$ cat config.mk
export PLATFORM = sky130hd
export DESIGN_NAME = hamming_weight_distribution_unit_flat
export DESIGN_NICKNAME = d
export VERILOG_FILES = /design/src/rtl/hwd_pkg.sv /design/src/rtl/hwd_ifs.sv /design/src/rtl/hamming_weight_distribution_unit.sv /design/src/rtl/hwd_front.sv /design/src/rtl/hwd_queue.sv /design/src/rtl/hwd_back.sv /design/src/flat_wrapper.sv
export SDC_FILE = /design/constraint.sdc
export NUM_CORES = 2
export LEC_CHECK = 0
export ABC_AREA = 1
export BUFFER_PORTS_ARGS = -buffer_cell sky130_fd_sc_hd__buf_2
export CORE_MARGIN = 2
export CORE_UTILIZATION = 35
export CTS_CLUSTER_SIZE = 10
export DETAILED_ROUTE_END_ITERATION = 7
export SYNTH_ARGS = -nofsm -noshare
export SYNTH_HDL_FRONTEND = slang
export SYNTH_SLANG_ARGS = --single-unit
export TNS_END_PERCENT = 30
$ cat constraint.sdc
create_clock -name clk -period 9.45 [get_ports clk]
set_clock_uncertainty 0.05 [all_clocks]
set_input_delay 1.89 -clock clk [delete_from_list [all_inputs] [get_ports clk]]
set_output_delay 1.89 -clock clk [all_outputs]
set_load 0.1 [all_outputs]
$ cat src/rtl/hwd_pkg.sv
// Shared types, constants and helper functions for the Hamming weight
// distribution unit. No dependencies; every other file imports this package.
package hwd_pkg;

  localparam int DEF_MAX_DATA_BITS = 40;
  localparam int DEF_HIST_ENTRIES  = 48;
  localparam int MIN_DATA_BITS     = 8;

  localparam int DATA_BITS_W = 6;
  localparam int WEIGHT_W    = 6;
  localparam int CNT_W       = 41;
  localparam int COUNT_W     = 64;
  localparam int CFG_IDX_W   = 4;
  localparam int CFG_DATA_W  = 8;
  localparam int PAR_MAX     = 6;
  localparam int QUEUE_DEPTH = 4;

  localparam logic [DATA_BITS_W-1:0] DEF_DATA_BITS      = DATA_BITS_W'(MIN_DATA_BITS);
  localparam logic [WEIGHT_W-1:0]    MIN_COUNTED_WEIGHT = WEIGHT_W'(2);
  localparam logic [WEIGHT_W-1:0]    FIRST_SHIFTED_BIN  = WEIGHT_W'(3);

  // Parity selection masks, one per parity bit.
  localparam logic [63:0] PAR_MASK [PAR_MAX] = '{
    64'h0000_0000_56AA_AD5B,
    64'h0000_0000_9B33_366D,
    64'h0000_0000_E3C3_C78E,
    64'h0000_0000_03FC_07F0,
    64'h0000_0000_03FF_F800,
    64'h0000_0000_FC00_0000
  };

  typedef enum logic [CFG_IDX_W-1:0] {
    REG_DATA_BITS   = 4'd0,
    REG_SPHERE_MODE = 4'd1
  } cfg_reg_t;

  // Working mode derived from the configuration registers.
  typedef struct packed {
    logic [WEIGHT_W-1:0] n;        // data width in use
    logic [WEIGHT_W-1:0] nh;       // data width plus Hamming parity bits
    logic [WEIGHT_W-1:0] bin_cnt;  // number of bins emitted on finish
    logic [2:0]          par_cnt;  // parity bits of the codeword
    logic                sphere;
  } cfg_t;

  typedef struct packed {
    logic                fin;
    logic [WEIGHT_W-1:0] weight;
  } q_item_t;

  typedef enum logic [2:0] {
    BK_RUN,
    BK_FREAD,
    BK_FSHIFT,
    BK_FCALC,
    BK_FEMIT
  } back_state_t;

  function automatic cfg_t derive_cfg(input logic [DATA_BITS_W-1:0] data_bits,
                                      input logic sphere, input int max_bits,
                                      input int hist_entries);
    cfg_t c;
    int   n;
    int   h;
    int   b;
    n = int'(data_bits);
    if (n < MIN_DATA_BITS) n = MIN_DATA_BITS;
    if (n > max_bits) n = max_bits;
    h = (n == 8) ? 5 : ((n < 32) ? 6 : 7);
    b = n + h + 1;
    if (b > hist_entries) b = hist_entries;
    c.n       = WEIGHT_W'(n);
    c.nh      = WEIGHT_W'(n + h);
    c.bin_cnt = WEIGHT_W'(b);
    c.par_cnt = 3'((n < 16) ? 4 : ((n < 32) ? 5 : 6));
    c.sphere  = sphere;
    return c;
  endfunction

  function automatic logic [3:0] byte_ones(input logic [7:0] v);
    logic [3:0] s;
    s = '0;
    for (int i = 0; i < 8; i++) begin
      s = s + 4'(v[i]);
    end
    return s;
  endfunction

endpackage

$ cat src/rtl/hwd_ifs.sv
// Channel interfaces of the Hamming weight distribution unit: item input,
// bin output and configuration write. Depends on hwd_pkg.
interface hwd_in_if import hwd_pkg::*; #(parameter int DATA_W = DEF_MAX_DATA_BITS) ();
  logic              valid;
  logic              ready;
  logic              op;
  logic [DATA_W-1:0] data_word;
  modport source (output valid, op, data_word, input ready);
  modport sink   (input valid, op, data_word, output ready);
endinterface

interface hwd_out_if import hwd_pkg::*; ();
  logic                valid;
  logic                ready;
  logic [WEIGHT_W-1:0] weight;
  logic [COUNT_W-1:0]  count_low;
  logic [COUNT_W-1:0]  count_high;
  logic                last;
  modport source (output valid, weight, count_low, count_high, last, input ready);
  modport sink   (input valid, weight, count_low, count_high, last, output ready);
endinterface

interface hwd_cfg_if import hwd_pkg::*; ();
  logic                  valid;
  logic                  ready;
  logic [CFG_IDX_W-1:0]  index;
  logic [CFG_DATA_W-1:0] data;
  modport source (output valid, index, data, input ready);
  modport sink   (input valid, index, data, output ready);
endinterface

$ cat src/rtl/hamming_weight_distribution_unit.sv
// Top level of the Hamming weight distribution unit: configuration registers,
// front end, item queue and back end. Depends on hwd_pkg, hwd_ifs and submodules.
//
//   channel  dir  beat contents                                  handshake
//   cfg      in   index, data (register write)                   valid/ready
//   item     in   op, data_word                                  valid/ready
//   result   out  weight, count_low, count_high, last            valid/ready
//
// Accumulate beats are taken one per cycle unless the queue is full; a word
// reaches its histogram bin through the front register, the queue and the memory read.
// A finish steps each bin through read, shift, calculate and emit, using the histogram's
// single read port; items keep entering the queue until it holds four.
// Reset clears the histogram valid bits at once, with no clearing pass.
// A bin held in the output register waits for ready; the sequencer waits with it.
module hamming_weight_distribution_unit import hwd_pkg::*; #(
  parameter int MAX_DATA_BITS = DEF_MAX_DATA_BITS,
  parameter int HIST_ENTRIES  = DEF_HIST_ENTRIES
) (
  input  logic      clk,
  input  logic      rst,
  hwd_cfg_if.sink   cfg,
  hwd_in_if.sink    item,
  hwd_out_if.source result
);

  logic [DATA_BITS_W-1:0] data_bits;
  logic                   sphere_mode;
  cfg_t                   mode;

  logic    push;
  q_item_t push_item;
  logic    full;
  logic    pop;
  q_item_t pop_item;
  logic    q_valid;

  assign cfg.ready = 1'b1;

  always_ff @(posedge clk) begin
    if (rst) begin
      data_bits   <= DEF_DATA_BITS;
      sphere_mode <= 1'b0;
    end else if (cfg.valid && cfg.ready) begin
      case (cfg.index)
        REG_DATA_BITS:   data_bits   <= cfg.data[DATA_BITS_W-1:0];
        REG_SPHERE_MODE: sphere_mode <= cfg.data[0];
        default: ;
      endcase
    end
  end

  assign mode = derive_cfg(data_bits, sphere_mode, MAX_DATA_BITS, HIST_ENTRIES);

  hwd_front #(
    .DATA_W (MAX_DATA_BITS)
  ) u_front (
    .clk       (clk),
    .rst       (rst),
    .mode      (mode),
    .item      (item),
    .push      (push),
    .push_item (push_item),
    .full      (full)
  );

  hwd_queue u_queue (
    .clk       (clk),
    .rst       (rst),
    .push      (push),
    .push_item (push_item),
    .full      (full),
    .pop       (pop),
    .pop_item  (pop_item),
    .valid     (q_valid)
  );

  hwd_back #(
    .HIST_ENTRIES (HIST_ENTRIES)
  ) u_back (
    .clk     (clk),
    .rst     (rst),
    .mode    (mode),
    .q_valid (q_valid),
    .q_item  (pop_item),
    .pop     (pop),
    .result  (result)
  );

endmodule

$ cat src/rtl/hwd_front.sv
// Front end: accepts items, encodes accumulate words and computes the
// codeword weight. Depends on hwd_pkg and hwd_ifs.
module hwd_front import hwd_pkg::*; #(
  parameter int DATA_W = DEF_MAX_DATA_BITS
) (
  input  logic    clk,
  input  logic    rst,
  input  cfg_t    mode,
  hwd_in_if.sink  item,
  output logic    push,
  output q_item_t push_item,
  input  logic    full
);

  localparam int NCHUNK = (DATA_W + 7) / 8;
  localparam int PAD_W  = NCHUNK * 8;

  logic              accept;
  logic [DATA_W-1:0] dmask;
  logic [DATA_W-1:0] v;
  logic [PAR_MAX-1:0] par;
  logic [PAD_W-1:0]  vpad;
  logic [3:0]        cnt_c [NCHUNK];
  logic [2:0]        pcnt_c;
  logic [WEIGHT_W-1:0] wsum;

  logic       f1_valid;
  logic       f1_fin;
  logic [3:0] f1_cnt [NCHUNK];
  logic [2:0] f1_pcnt;

  assign item.ready = !f1_valid || !full;
  assign accept     = item.valid && item.ready;
  assign push       = f1_valid && !full;

  // Mask to the width in use, form the parity bits and count ones per byte.
  always_comb begin
    for (int i = 0; i < DATA_W; i++) begin
      dmask[i] = (i < int'(mode.n));
    end
    v = item.data_word[DATA_W-1:0] & dmask;
    for (int j = 0; j < PAR_MAX; j++) begin
      par[j] = (^(v & PAR_MASK[j][DATA_W-1:0])) && (j < int'(mode.par_cnt));
    end
    vpad = PAD_W'(v);
    for (int k = 0; k < NCHUNK; k++) begin
      cnt_c[k] = byte_ones(vpad[8*k +: 8]);
    end
    pcnt_c = '0;
    for (int j = 0; j < PAR_MAX; j++) begin
      pcnt_c = pcnt_c + 3'(par[j]);
    end
  end

  always_comb begin
    wsum = WEIGHT_W'(f1_pcnt);
    for (int k = 0; k < NCHUNK; k++) begin
      wsum = wsum + WEIGHT_W'(f1_cnt[k]);
    end
    push_item.fin    = f1_fin;
    push_item.weight = wsum;
  end

  always_ff @(posedge clk) begin
    if (rst) begin
      f1_valid <= 1'b0;
    end else if (accept) begin
      f1_valid <= 1'b1;
    end else if (push) begin
      f1_valid <= 1'b0;
    end
  end

  always_ff @(posedge clk) begin
    if (accept) begin
      f1_fin  <= item.op;
      f1_cnt  <= cnt_c;
      f1_pcnt <= pcnt_c;
    end
  end

endmodule

$ cat src/rtl/hwd_queue.sv
// Short queue of classified items between the front and back ends.
// Depends on hwd_pkg.
module hwd_queue import hwd_pkg::*; (
  input  logic    clk,
  input  logic    rst,
  input  logic    push,
  input  q_item_t push_item,
  output logic    full,
  input  logic    pop,
  output q_item_t pop_item,
  output logic    valid
);

  localparam int PTR_W = $clog2(QUEUE_DEPTH);
  localparam int CNT_QW = $clog2(QUEUE_DEPTH + 1);

  q_item_t           slots [QUEUE_DEPTH];
  logic [PTR_W-1:0]  wr_ptr;
  logic [PTR_W-1:0]  rd_ptr;
  logic [CNT_QW-1:0] count;

  assign full     = (count == CNT_QW'(QUEUE_DEPTH));
  assign valid    = (count != '0);
  assign pop_item = slots[rd_ptr];

  always_ff @(posedge clk) begin
    if (rst) begin
      wr_ptr <= '0;
      rd_ptr <= '0;
      count  <= '0;
    end else begin
      if (push) wr_ptr <= wr_ptr + PTR_W'(1);
      if (pop)  rd_ptr <= rd_ptr + PTR_W'(1);
      if (push && !pop) begin
        count <= count + CNT_QW'(1);
      end else if (pop && !push) begin
        count <= count - CNT_QW'(1);
      end
    end
  end

  always_ff @(posedge clk) begin
    if (push) slots[wr_ptr] <= push_item;
  end

endmodule

$ cat src/rtl/hwd_back.sv
// Back end: histogram memory with read-modify-write per accumulate beat and
// the finish sequencer that folds and emits the bins. Depends on hwd_pkg, hwd_ifs.
module hwd_back import hwd_pkg::*; #(
  parameter int HIST_ENTRIES = DEF_HIST_ENTRIES
) (
  input  logic      clk,
  input  logic      rst,
  input  cfg_t      mode,
  input  logic      q_valid,
  input  q_item_t   q_item,
  output logic      pop,
  hwd_out_if.source result
);

  localparam int ADDR_W = $clog2(HIST_ENTRIES);
  localparam int E_W    = CNT_W + 1;
  localparam int PROD_W = E_W + WEIGHT_W;

  back_state_t state, state_next;

  logic [CNT_W-1:0]        hist_mem [HIST_ENTRIES];
  logic [HIST_ENTRIES-1:0] entry_valid;
  logic [ADDR_W-1:0]       rd_addr;
  logic [CNT_W-1:0]        rd_data;
  logic                    rd_vld;

  logic              a_count;
  logic              b_valid;
  logic [ADDR_W-1:0] b_addr;
  logic              fwd_valid;
  logic [ADDR_W-1:0] fwd_addr;
  logic [CNT_W-1:0]  fwd_data;
  logic [CNT_W-1:0]  cur;
  logic [CNT_W-1:0]  wr_data;

  logic [WEIGHT_W-1:0] bin;
  logic [WEIGHT_W:0]   bin_up;
  logic [WEIGHT_W:0]   f_lo_full;
  logic [WEIGHT_W-1:0] f_lo;
  logic [WEIGHT_W-1:0] f_hi;
  logic                up_in_range;
  logic [CNT_W-1:0]    win [4];
  logic [E_W-1:0]      e_lo, e_hi, e_mid;
  logic [PROD_W-1:0]   prod_lo_c, prod_hi_c;
  logic [PROD_W-1:0]   prod_lo, prod_hi;
  logic [COUNT_W-1:0]  bin_val;
  logic [2*COUNT_W-1:0] wide;
  logic                load;
  logic                last_bin;
  logic                clear_all;

  logic                out_valid;
  logic [WEIGHT_W-1:0] out_weight;
  logic [COUNT_W-1:0]  out_low;
  logic [COUNT_W-1:0]  out_high;
  logic                out_last;

  assign result.valid      = out_valid;
  assign result.weight     = out_weight;
  assign result.count_low  = out_low;
  assign result.count_high = out_high;
  assign result.last       = out_last;

  // Classification of the queue head and histogram addressing.
  always_comb begin
    pop         = q_valid && (state == BK_RUN);
    a_count     = pop && !q_item.fin && (q_item.weight >= MIN_COUNTED_WEIGHT) &&
                  (q_item.weight < mode.bin_cnt);
    bin_up      = {1'b0, bin} + (WEIGHT_W+1)'(1);
    up_in_range = bin_up < {1'b0, mode.bin_cnt};
    last_bin    = (bin_up == {1'b0, mode.bin_cnt});
    if (state == BK_FREAD) begin
      rd_addr = up_in_range ? bin_up[ADDR_W-1:0] : '0;
    end else begin
      rd_addr = a_count ? q_item.weight[ADDR_W-1:0] : '0;
    end
    // The write of the previous beat lands at the same edge that captures
    // this beat's read, so it has to be forwarded.
    if (fwd_valid && (fwd_addr == b_addr)) begin
      cur = fwd_data;
    end else begin
      cur = rd_vld ? rd_data : '0;
    end
    wr_data = cur + CNT_W'(1);
  end

  always_ff @(posedge clk) begin
    rd_data <= hist_mem[rd_addr];
    if (b_valid) hist_mem[b_addr] <= wr_data;
  end

  // An entry whose valid bit is clear reads as zero, so reset and finish
  // clear the whole histogram at once.
  always_ff @(posedge clk) begin
    if (rst) begin
      entry_valid <= '0;
      rd_vld      <= 1'b0;
      b_valid     <= 1'b0;
      fwd_valid   <= 1'b0;
    end else begin
      rd_vld    <= entry_valid[rd_addr];
      b_valid   <= a_count;
      fwd_valid <= b_valid;
      if (clear_all) begin
        entry_valid <= '0;
      end else if (b_valid) begin
        entry_valid[b_addr] <= 1'b1;
      end
    end
  end

  always_ff @(posedge clk) begin
    b_addr   <= rd_addr;
    fwd_addr <= b_addr;
    fwd_data <= wr_data;
  end

  // Finish datapath. The window holds entries bin+1 down to bin-2; even bins
  // carry the folded odd bin below them.
  always_comb begin
    e_lo      = E_W'(win[2]) + E_W'(win[3]);
    e_hi      = E_W'(win[0]) + E_W'(win[1]);
    e_mid     = E_W'(win[1]) + E_W'(win[2]);
    f_lo_full = {1'b0, mode.nh} + (WEIGHT_W+1)'(1) - {1'b0, bin};
    f_lo      = f_lo_full[WEIGHT_W-1:0];
    f_hi      = bin_up[WEIGHT_W-1:0];
    prod_lo_c = PROD_W'(f_lo) * PROD_W'(e_lo);
    prod_hi_c = PROD_W'(f_hi) * PROD_W'(e_hi);

    if (bin == '0) begin
      bin_val = COUNT_W'(1) << mode.n;
    end else if (bin == WEIGHT_W'(1)) begin
      bin_val = COUNT_W'(mode.nh) << mode.n;
    end else if (!bin[0]) begin
      bin_val = COUNT_W'(e_mid);
    end else if (mode.sphere) begin
      bin_val = COUNT_W'(prod_lo) + (up_in_range ? COUNT_W'(prod_hi) : '0);
    end else begin
      // An odd bin is folded away unless it is the top bin.
      bin_val = up_in_range ? '0 : COUNT_W'(win[1]);
    end

    if (bin >= FIRST_SHIFTED_BIN) begin
      wide = {{COUNT_W{1'b0}}, bin_val} << mode.n;
    end else begin
      wide = {{COUNT_W{1'b0}}, bin_val};
    end

    load      = (state == BK_FEMIT) && (!out_valid || result.ready);
    clear_all = load && last_bin;
  end

  always_comb begin
    state_next = state;
    case (state)
      BK_RUN: begin
        if (pop && q_item.fin) state_next = BK_FREAD;
      end
      BK_FREAD:  state_next = BK_FSHIFT;
      BK_FSHIFT: state_next = BK_FCALC;
      BK_FCALC:  state_next = BK_FEMIT;
      BK_FEMIT: begin
        if (load) state_next = last_bin ? BK_RUN : BK_FREAD;
      end
      default: state_next = BK_RUN;
    endcase
  end

  always_ff @(posedge clk) begin
    if (rst) begin
      state     <= BK_RUN;
      bin       <= '0;
      out_valid <= 1'b0;
    end else begin
      state <= state_next;
      if (pop && q_item.fin) begin
        bin <= '0;
      end else if (load && !last_bin) begin
        bin <= bin_up[WEIGHT_W-1:0];
      end
      if (load) begin
        out_valid <= 1'b1;
      end else if (result.ready) begin
        out_valid <= 1'b0;
      end
    end
  end

  always_ff @(posedge clk) begin
    if (pop && q_item.fin) begin
      for (int i = 0; i < 4; i++) begin
        win[i] <= '0;
      end
    end else if (state == BK_FSHIFT) begin
      win[0] <= (up_in_range && rd_vld) ? rd_data : '0;
      win[1] <= win[0];
      win[2] <= win[1];
      win[3] <= win[2];
    end
    if (state == BK_FCALC) begin
      prod_lo <= prod_lo_c;
      prod_hi <= prod_hi_c;
    end
    if (load) begin
      out_weight <= bin;
      out_low    <= wide[COUNT_W-1:0];
      out_high   <= wide[2*COUNT_W-1:COUNT_W];
      out_last   <= last_bin;
    end
  end

`ifndef SYNTHESIS
  a_emit_from_seq: assert property (@(posedge clk) disable iff (rst)
    $rose(out_valid) |-> $past(state) == BK_FEMIT)
    else $error("bin beat appeared outside the emit step");

  a_no_write_in_finish: assert property (@(posedge clk) disable iff (rst)
    b_valid |-> $past(state) == BK_RUN)
    else $error("histogram update started during a finish sequence");

  a_hist_cleared: assert property (@(posedge clk) disable iff (rst)
    clear_all |=> entry_valid == '0)
    else $error("histogram not cleared after the last bin");
`endif

endmodule

$ cat src/flat_wrapper.sv
// flat-port wrapper written by rule: the top's interface ports become plain ports
module hamming_weight_distribution_unit_flat import hwd_pkg::*;
#(
  parameter int MAX_DATA_BITS = DEF_MAX_DATA_BITS,
  parameter int HIST_ENTRIES  = DEF_HIST_ENTRIES
)
  (clk, rst, cfg_valid, cfg_index, cfg_data, cfg_ready, item_valid, item_op, item_data_word, item_ready, result_valid, result_weight, result_count_low, result_count_high, result_last, result_ready);
  hwd_cfg_if cfg_i ();
  hwd_in_if item_i ();
  hwd_out_if result_i ();
  input  logic clk;
  input  logic rst;
  input wire logic [$bits(cfg_i.valid)-1:0] cfg_valid;
  input wire logic [$bits(cfg_i.index)-1:0] cfg_index;
  input wire logic [$bits(cfg_i.data)-1:0] cfg_data;
  output wire logic [$bits(cfg_i.ready)-1:0] cfg_ready;
  input wire logic [$bits(item_i.valid)-1:0] item_valid;
  input wire logic [$bits(item_i.op)-1:0] item_op;
  input wire logic [$bits(item_i.data_word)-1:0] item_data_word;
  output wire logic [$bits(item_i.ready)-1:0] item_ready;
  output wire logic [$bits(result_i.valid)-1:0] result_valid;
  output wire logic [$bits(result_i.weight)-1:0] result_weight;
  output wire logic [$bits(result_i.count_low)-1:0] result_count_low;
  output wire logic [$bits(result_i.count_high)-1:0] result_count_high;
  output wire logic [$bits(result_i.last)-1:0] result_last;
  input wire logic [$bits(result_i.ready)-1:0] result_ready;
  assign cfg_i.valid = cfg_valid;
  assign cfg_i.index = cfg_index;
  assign cfg_i.data = cfg_data;
  assign cfg_ready = cfg_i.ready;
  assign item_i.valid = item_valid;
  assign item_i.op = item_op;
  assign item_i.data_word = item_data_word;
  assign item_ready = item_i.ready;
  assign result_valid = result_i.valid;
  assign result_weight = result_i.weight;
  assign result_count_low = result_i.count_low;
  assign result_count_high = result_i.count_high;
  assign result_last = result_i.last;
  assign result_i.ready = result_ready;
  hamming_weight_distribution_unit #(.MAX_DATA_BITS(MAX_DATA_BITS), .HIST_ENTRIES(HIST_ENTRIES)) u_core (.clk(clk), .rst(rst), .cfg(cfg_i), .item(item_i), .result(result_i));
endmodule
# [Yosys cells after proc, flatten, opt, wreduce, memory -nomap -nowiden]
# Memories as Yosys holds them, arrays and structs flattened. A register that Yosys moved wholly into a read port is not among the register bits.
# Index checks and enable logic that the tools add are counted.
# W data, S select, Z words.
[word_totals] register_bits=384 in_bits=58 latch_bits=0 mem_bits_rw=2160 mem_count=3 romBits=0
[mem_list] memory="u_core.u_back.hist_mem" words=48 word_bits=41 read_ports=1 rd_clocked_by_memory_dff=1 wr=1 line_no="hwd_back.sv:21" text="logic [CNT_W-1:0] hist_mem [HIST_ENTRIES];"
[mem_list] memory="u_core.u_back.win" words=4 word_bits=41 read_ports=4 rd_clocked_by_memory_dff=0 wr=4 line_no="hwd_back.sv:42" text="logic [CNT_W-1:0] win [4];"
[mem_list] memory="u_core.u_queue.slots" words=4 word_bits=7 read_ports=1 rd_clocked_by_memory_dff=1 wr=1 line_no="hwd_queue.sv:17" text="q_item_t slots [QUEUE_DEPTH];"
[classes] reduce_logical=48 muxes=49 div=0 mul=2 n_eq_ne=12 magnitude_cmp=58 shifts=3 addsub=59 n_bitwise=6
[op_table] cell="$mux W41" n=8
[op_table] cell="$reduce_xor A40 Y1" n=6
[op_table] cell="$mux W64" n=3
[op_table] cell="$shl A64 B6 Y128" n=1
[op_table] cell="$add A41 B41 Y42" n=3
[op_table] cell="$mux W49" n=2
[op_table] cell="$lt A5 B6 Y1 const A" n=16
[op_table] cell="$mul A6 B42 Y48" n=2
[op_table] cell="$add A4 B1 Y4" n=20
[op_table] cell="$shl A1 B6 Y64 const A" n=1
[op_table] cell="$shl A6 B6 Y64" n=1
[op_table] cell="$add A48 B48 Y49" n=1
[op_table] cell="$lt A4 B6 Y1 const A" n=8
[op_table] cell="$lt A6 B6 Y1 const A" n=8
[op_table] cell="$mux W48" n=1
[op_table] cell="$or A48 B48 Y48" n=1
[op_table] cell="$add A41 B1 Y41 const B" n=1
[op_table] cell="$and A40 B40 Y40" n=1
[op_table] cell="$mux W6" n=6
[op_table] cell="$add A32 B2 Y32 const B" n=1
[op_table] cell="$add A7 B32 Y32" n=1
[op_table] cell="$gt A32 B7 Y1 const B" n=1
[op_table] cell="$mux W32" n=1
[op_table] cell="$lt A3 B6 Y1 const A" n=4
[op_table] cell="54 further kinds" n=139

# [Logic depth before layout (Yosys ltp)]
[depth] word_depth=20 ltp_mapped=64

# [Modules after synthesis]
# A second synthesis with hierarchy kept.
[hier_totals] cells_unflattened=13642 hier_area_um2=137391.8
[by_module_without_submodules] mod="hwd_back" n_inst=1 cells_each=12830 seq_area_each_um2=74031.0 area_per_inst_um2=131192.1
[by_module_without_submodules] mod="hwd_front" n_inst=1 cells_each=568 seq_area_each_um2=740.7 area_per_inst_um2=3961.3
[by_module_without_submodules] mod="hwd_queue" n_inst=1 cells_each=126 seq_area_each_um2=1021.0 area_per_inst_um2=1492.7
[by_module_without_submodules] mod="hamming_weight_distribution_unit" n_inst=1 cells_each=118 seq_area_each_um2=140.1 area_per_inst_um2=745.7

# [Worst setup path after synthesis]
# No wires, ideal clock.
[synth_path] path_kind="register -> register" start="register u_core.data_bits[5]" end="register u_core.u_back.prod_lo[44] (data pin)" stages_incl_launch_ff=48 arrival_ps=8784 period_less_slack_ps=9098 setup_time_ps=264 setup_slack_ps=352 path_buffers=4 path_cell_list="dfxtp_1 -> nor2_2 -> a21oi_1 -> nand2_1 -> clkinv_1 -> clkbuf_1 -> buf_1 -> ha_1 -> fa_1 -> inv_1 -> ha_1 -> inv_1 -> ha_1 -> fa_1 -> nand3_1 -> nand2_1 -> xnor2_1 -> or2_2 -> [12 not listed] -> a21oi_1 -> o21bai_1 -> nand2_1 -> nand2_1 -> a21oi_1 -> o21ai_0 -> a21oi_1 -> o21ai_0 -> nand2_1 -> nand2_1 -> nand2_1 -> nand2_1 -> a21oi_1 -> o21ai_0 -> nand3b_1 -> o211ai_1 -> a31oi_1 -> xor2_1"
[synth_between] elab_chain_cells=11 word_cells_on_any_way=12 classes_between="add/sub: 3; mul: 1; order compare: 3; eq/ne: 1; mux: 4"
[synth_lines] item="start: declaration" line_no="hamming_weight_distribution_unit.sv:26" text="logic [DATA_BITS_W-1:0] data_bits;"
[synth_lines] item="start signal: assignment" line_no="hamming_weight_distribution_unit.sv:45" text="REG_DATA_BITS: data_bits <= cfg.data[DATA_BITS_W-1:0];"
[synth_lines] item="$lt A6 B4 Y1" line_no="hwd_pkg.sv:67" text="if (n < MIN_DATA_BITS) n = MIN_DATA_BITS;"
[synth_lines] item="$mux W6 *" line_no="hwd_pkg.sv:67"
[synth_lines] item="$gt A6 B6 Y1" line_no="hwd_pkg.sv:68" text="if (n > max_bits) n = max_bits;"
[synth_lines] item="$mux W6 *" line_no="hwd_pkg.sv:68"
[synth_lines] item="$lt A6 B6 Y1" line_no="hwd_pkg.sv:69" text="h = (n == 8) ? 5 : ((n < 32) ? 6 : 7);"
[synth_lines] item="$mux W1" line_no="hwd_pkg.sv:69"
[synth_lines] item="$mux W32" line_no="hwd_pkg.sv:69"
[synth_lines] item="$add A7 B32 Y32 *"
[synth_lines] item="$add A6 B1 Y6 *" line_no="hwd_back.sv:124" text="f_lo_full = {1'b0, mode.nh} + (WEIGHT_W+1)'(1) - {1'b0, bin};"
[synth_lines] item="$sub A6 B6 Y6 *" line_no="hwd_back.sv:124"
[synth_lines] item="$mul A6 B42 Y48 *" line_no="hwd_back.sv:127" text="prod_lo_c = PROD_W'(f_lo) * PROD_W'(e_lo);"
[synth_lines] item="net u_core.u_back.prod_lo_c[44]" line_no="hwd_back.sv:44" text="logic [PROD_W-1:0] prod_lo_c, prod_hi_c;"
[synth_lines] item="end signal: assignment" line_no="hwd_back.sv:201" text="prod_lo <= prod_lo_c;"
[synth_lines] item="end: declaration" line_no="hwd_back.sv:45" text="logic [PROD_W-1:0] prod_lo, prod_hi;"
# The timed path passes the listed nets; every way through them passes the cells marked *.
# A chain may end at the register's enable or synchronous reset.

# [Final worst setup path]
[layout_path] start="register u_core.data_bits[3]" end="register u_core.u_back.out_low[42] (netlist: u_core.u_back.result.count_low[42]) (data pin)"
[layout_between] elab_chain_cells=20 word_cells_on_any_way=24 classes_between="add/sub: 3; order compare: 5; eq/ne: 1; shift: 3; mux: 12"
[layout_lines] item="$lt A6 B4 Y1" line_no="hwd_pkg.sv:67"
[layout_lines] item="$mux W6 *" line_no="hwd_pkg.sv:67"
[layout_lines] item="$gt A6 B6 Y1" line_no="hwd_pkg.sv:68"
[layout_lines] item="$mux W6 *" line_no="hwd_pkg.sv:68"
[layout_lines] item="$lt A6 B6 Y1" line_no="hwd_pkg.sv:69"
[layout_lines] item="$mux W1" line_no="hwd_pkg.sv:69"
[layout_lines] item="$mux W32" line_no="hwd_pkg.sv:69"
[layout_lines] item="$add A7 B32 Y32" line_no="hwd_pkg.sv:70" text="b = n + h + 1;"
[layout_lines] item="[5 not listed]"
[layout_lines] item="$add A48 B48 Y49" line_no="hwd_back.sv:137" text="bin_val = COUNT_W'(prod_lo) + (up_in_range ? COUNT_W'(prod_hi) : '0);"
[layout_lines] item="$mux W49" line_no="hwd_back.sv:136" text="end else if (mode.sphere) begin"
[layout_lines] item="$mux W49" line_no="hwd_back.sv:134" text="end else if (!bin[0]) begin"
[layout_lines] item="$mux W64" line_no="hwd_back.sv:132" text="end else if (bin == WEIGHT_W'(1)) begin"
[layout_lines] item="$mux W64" line_no="hwd_back.sv:130" text="if (bin == '0) begin"
[layout_lines] item="$shl A64 B6 Y128" line_no="hwd_back.sv:144" text="wide = {{COUNT_W{1'b0}}, bin_val} << mode.n;"
[layout_lines] item="$mux W64 *" line_no="hwd_back.sv:143" text="if (bin >= FIRST_SHIFTED_BIN) begin"
[layout_lines] item="net u_core.u_back.wide[42]" line_no="hwd_back.sv:47" text="logic [2*COUNT_W-1:0] wide;"
[layout_lines] item="end signal: assignment" line_no="hwd_back.sv:206" text="out_low <= wide[COUNT_W-1:0];"
[layout_lines] item="end: declaration" line_no="hwd_back.sv:54" text="logic [COUNT_W-1:0] out_low;"
# Marked as above.

==> summary.md <==
| Metric | Value |
|---|---|
| Status | `finished, final reports clean` |
| Tmin final | `between 8 and 9 ns` |
| Rows | `roughly 230` |
| Yosys warns | `0` |
| Fin util | `39.5%` |
| Startpoint Class | `register` |
| Post-synth ARST share | `0%` |
| First-pass GRT wire length | `about 600000 um` |
| Most frequent cells in the layout | `2414 x edfxtp_1, 2150 x nand2_1, 1460 x inv_1` |
| Total gr overflow | `0` |
| DR vias | `96500` |
| Area growth from synthesis to layout | `12.5%` |
| Fin crit share | `a little over nine tenths` |
| Total Routed Length | `403000 um` |
| Vias in the first global route | `91500` |
| CTS hold repair buffers | `0` |
| IO Port Bufs | `191` |
| Clock Latency Late Sink | `slightly above 0.9 ns` |
| Crit path max fanout | `6` |
| Share of cells above drive strength 1 | `10.2%` |
| RSZ-0062 raised after global routing | `yes` |
| Hold WC Path Type | `reg2reg` |
| Gr usage total | `roughly a fifth` |
| DR WL/cell | `approximately 22 um` |
| Most used cell along the critical path | `nand2_1` |
| FMAX | `112 MHz` |
| Crit. End Element | `register` |
| CTS Buf Count | `~310` |
| Post-synth top flop | `edfxtp_1` |
| Post-synth EDFFs | `2414` |
| Count of cell types in the netlist | `65` |
| Synth Instances | `12800` |
| Drt pass-1 iters | `6` |
| HPWL Detailed | `251000 um` |
| Max Transition Viols Final | `0` |
| Die Y | `623 um` |
| Clock Pin Slew Worst Setup and Hold Paths | `0.06 ns` |
| Flops & latches, synth | `2586` |
| Hold violation count in the final report | `0` |
| Initial antenna violation count | `13` |
| H-tree Lvls | `5` |
| CP peak stage delay | `0.57 ns` |
| Vias per cell | `5.30` |
| Syn avg cell area | `10.4 sq um` |
| Post-DRT Antenna Nets | `0` |
| Core Region | `about 380000 sq um` |
| Fillers | `36900` |
| Top Ports | `196` |
| Residual DRC count | `0` |
| Setup TNS | `0 ns` |
| CP required | `9.97 ns` |
| Gpl congestion | `0.974` |
| Chip width | `around 620 um` |
| Worst-Margin Slew | `1.29 ns` |
| Longest Clk Path Bufs | `4` |
| Clock Sinks | `2586` |
| Synthesized cell area | `roughly 130000 sq um` |
| # setup viols final | `0` |
| Sequential share of the synthesized area | `around 57%` |
| Iter 0 DRT Violations | `10300` |
| Arr. time, crit path | `9.48 ns` |
| Die ar. | `388000 sq um` |
| Crit Path Category | `reg2reg` |
| Most common cell after layout, fill and taps aside | `edfxtp_1` |
| CTS Root Cell | `clkbuf_16` |
| CTS tree | `done` |
| Initial Utilization | `a little over a third` |
| CP max-delay cell | `fa_1` |
| Worst hold margin | `0.376 ns` |
| Largest net degree at the start of global routing | `around 220` |
| Max transition margin | `14.3%` |
| Max-cap violations | `0` |
| Nets | `13800` |
==> Yosys cell counts, types with 42 or more instances <==
library cell	instances	area share, %
clkbuf_1	271	0.76
nor2_1	953	2.7
xnor2_1	119	0.78
a31oi_1	49	0.23
ha_1	338	3.2
nor3_1	49	0.18
a21oi_1	399	1.5
dfxtp_1	172	2.6
or2_1	42	0.20
buf_2	210	0.78
edfxtp_1	2414	54
fa_1	367	5.5
o211ai_1	1001	5.6
inv_1	1461	4.1
buf_1	98	0.27
or2_2	344	1.6
nand2_1	2159	6.0
o21ai_0	467	1.7
nand3_1	1388	5.2
xor2_1	174	1.1
==> stage by stage <==
stage / setup slack [ns] / instance area, sq um / instances
floorplan: 0.352 / 134000 / 12900
global placement: 0.183 / 142000 / 17700
detailed placement: 0.206 / 142000 / 17700
CTS: 0.240 / 151000 / 18200
global route: -0.0407 / 151000 / 18200
finish: 0.496 / 151000 / 18200
==> cells by family (layout without fill, tap and decap cells) <==
kind of cell | after synthesis | in the layout | synth area share (%)
multiplexers | 1 | 1 | 0.00747
AND/OR/NAND/NOR | 5027 | 5029 | 16.3
adder cells (fa/ha/maj) | 705 | 705 | 8.64
XOR/XNOR | 293 | 293 | 1.91
other | 2 | 44 | 0.00560
AO/OA/AOI/OAI | 2103 | 2103 | 10.1
flip-flops | 2586 | 2586 | 56.6
buffers and inverters | 2131 | 2394 | 6.37
==> registers in the layout, indices dropped and copies added (netlist names), 2 cells and up, named ones only <==
signal / flops
u_core.u_queue.wr_ptr: 2
u_core.u_queue.rd_ptr: 2
u_core.u_back.entry_valid: 48
u_core.u_back.fwd_addr: 6
u_core.u_back.bin: 6
u_core.u_back.hist_mem: 1968
u_core.u_front.f1_cnt: 20
u_core.u_front.f1_pcnt: 3
u_core.u_back.result.weight: 6
u_core.u_back.b_addr: 6
u_core.u_back.state: 3
u_core.u_back.prod_hi: 48
u_core.u_back.result.count_low: 64
u_core.u_back.rd_data: 41
u_core.u_queue.slots: 28
u_core.data_bits: 6
u_core.u_back.fwd_data: 41
u_core.u_queue.count: 3
u_core.u_back.result.count_high: 63
u_core.u_back.prod_lo: 48
u_core.u_back.win: 164
==> area by class of cell <==
type,instances,area (sq um),share of cell area (%)
multi-input cells,8171,50900,33.8
clock buffers,415,8350,5.54
repair buffers,462,3260,2.16
diodes,4,10.0,0.00664
clock inverters,35,438,0.290
flip-flops and latches,2586,75900,50.3
inverters,1482,5590,3.71
well taps,5038,6300,4.18
==> final timing paths <==
kind / start / to / slack, ns / depth (start not counted)
setup reg to reg: u_core.data_bits[3] / u_core.u_back.result.count_low[42] / 0.50 / 54
hold / removal: u_core.u_back.b_addr[3] / u_core.u_back.fwd_addr[3] / 0.38 / 0
hold reg to reg: u_core.u_back.b_addr[3] / u_core.u_back.fwd_addr[3] / 0.38 / 0
setup / recovery: u_core.data_bits[3] / u_core.u_back.result.count_low[42] / 0.50 / 54
==> per-layer routing <==
| layer | routed length [um] | part of all wire, % | GRT usage, % |
|---|---|---|---|
| met3 | 30800 | 7.7 | 3.09 |
| met4 | 13800 | 3.4 | 6.49 |
| met2 | 187000 | 46 | 32.6 |
| met1 | 171000 | 43 | 27.7 |
| met5 | 9 | 0.0022 | 0 |
==> timing repair <==
item                                    in CTS  in global routing
resized for setup                            0                 52
endpoints found under the setup margin       0                 75
buffers inserted                             0                  4
==> critical path, delay by kind of cell, from the launching register on <==
family                     cells  cell delay, ns
and+or+nand+nor               33            3.68
adders and majority gates      5            1.67
AOI/OAI and AO/OA              8            1.54
buffers and inverters          7            0.99
DFF                            1            0.40
xor gates and xnor gates       1            0.33
Power is not shown: default switching activity piles up to over one toggle a cycle in this logic, so the estimate is an artifact.
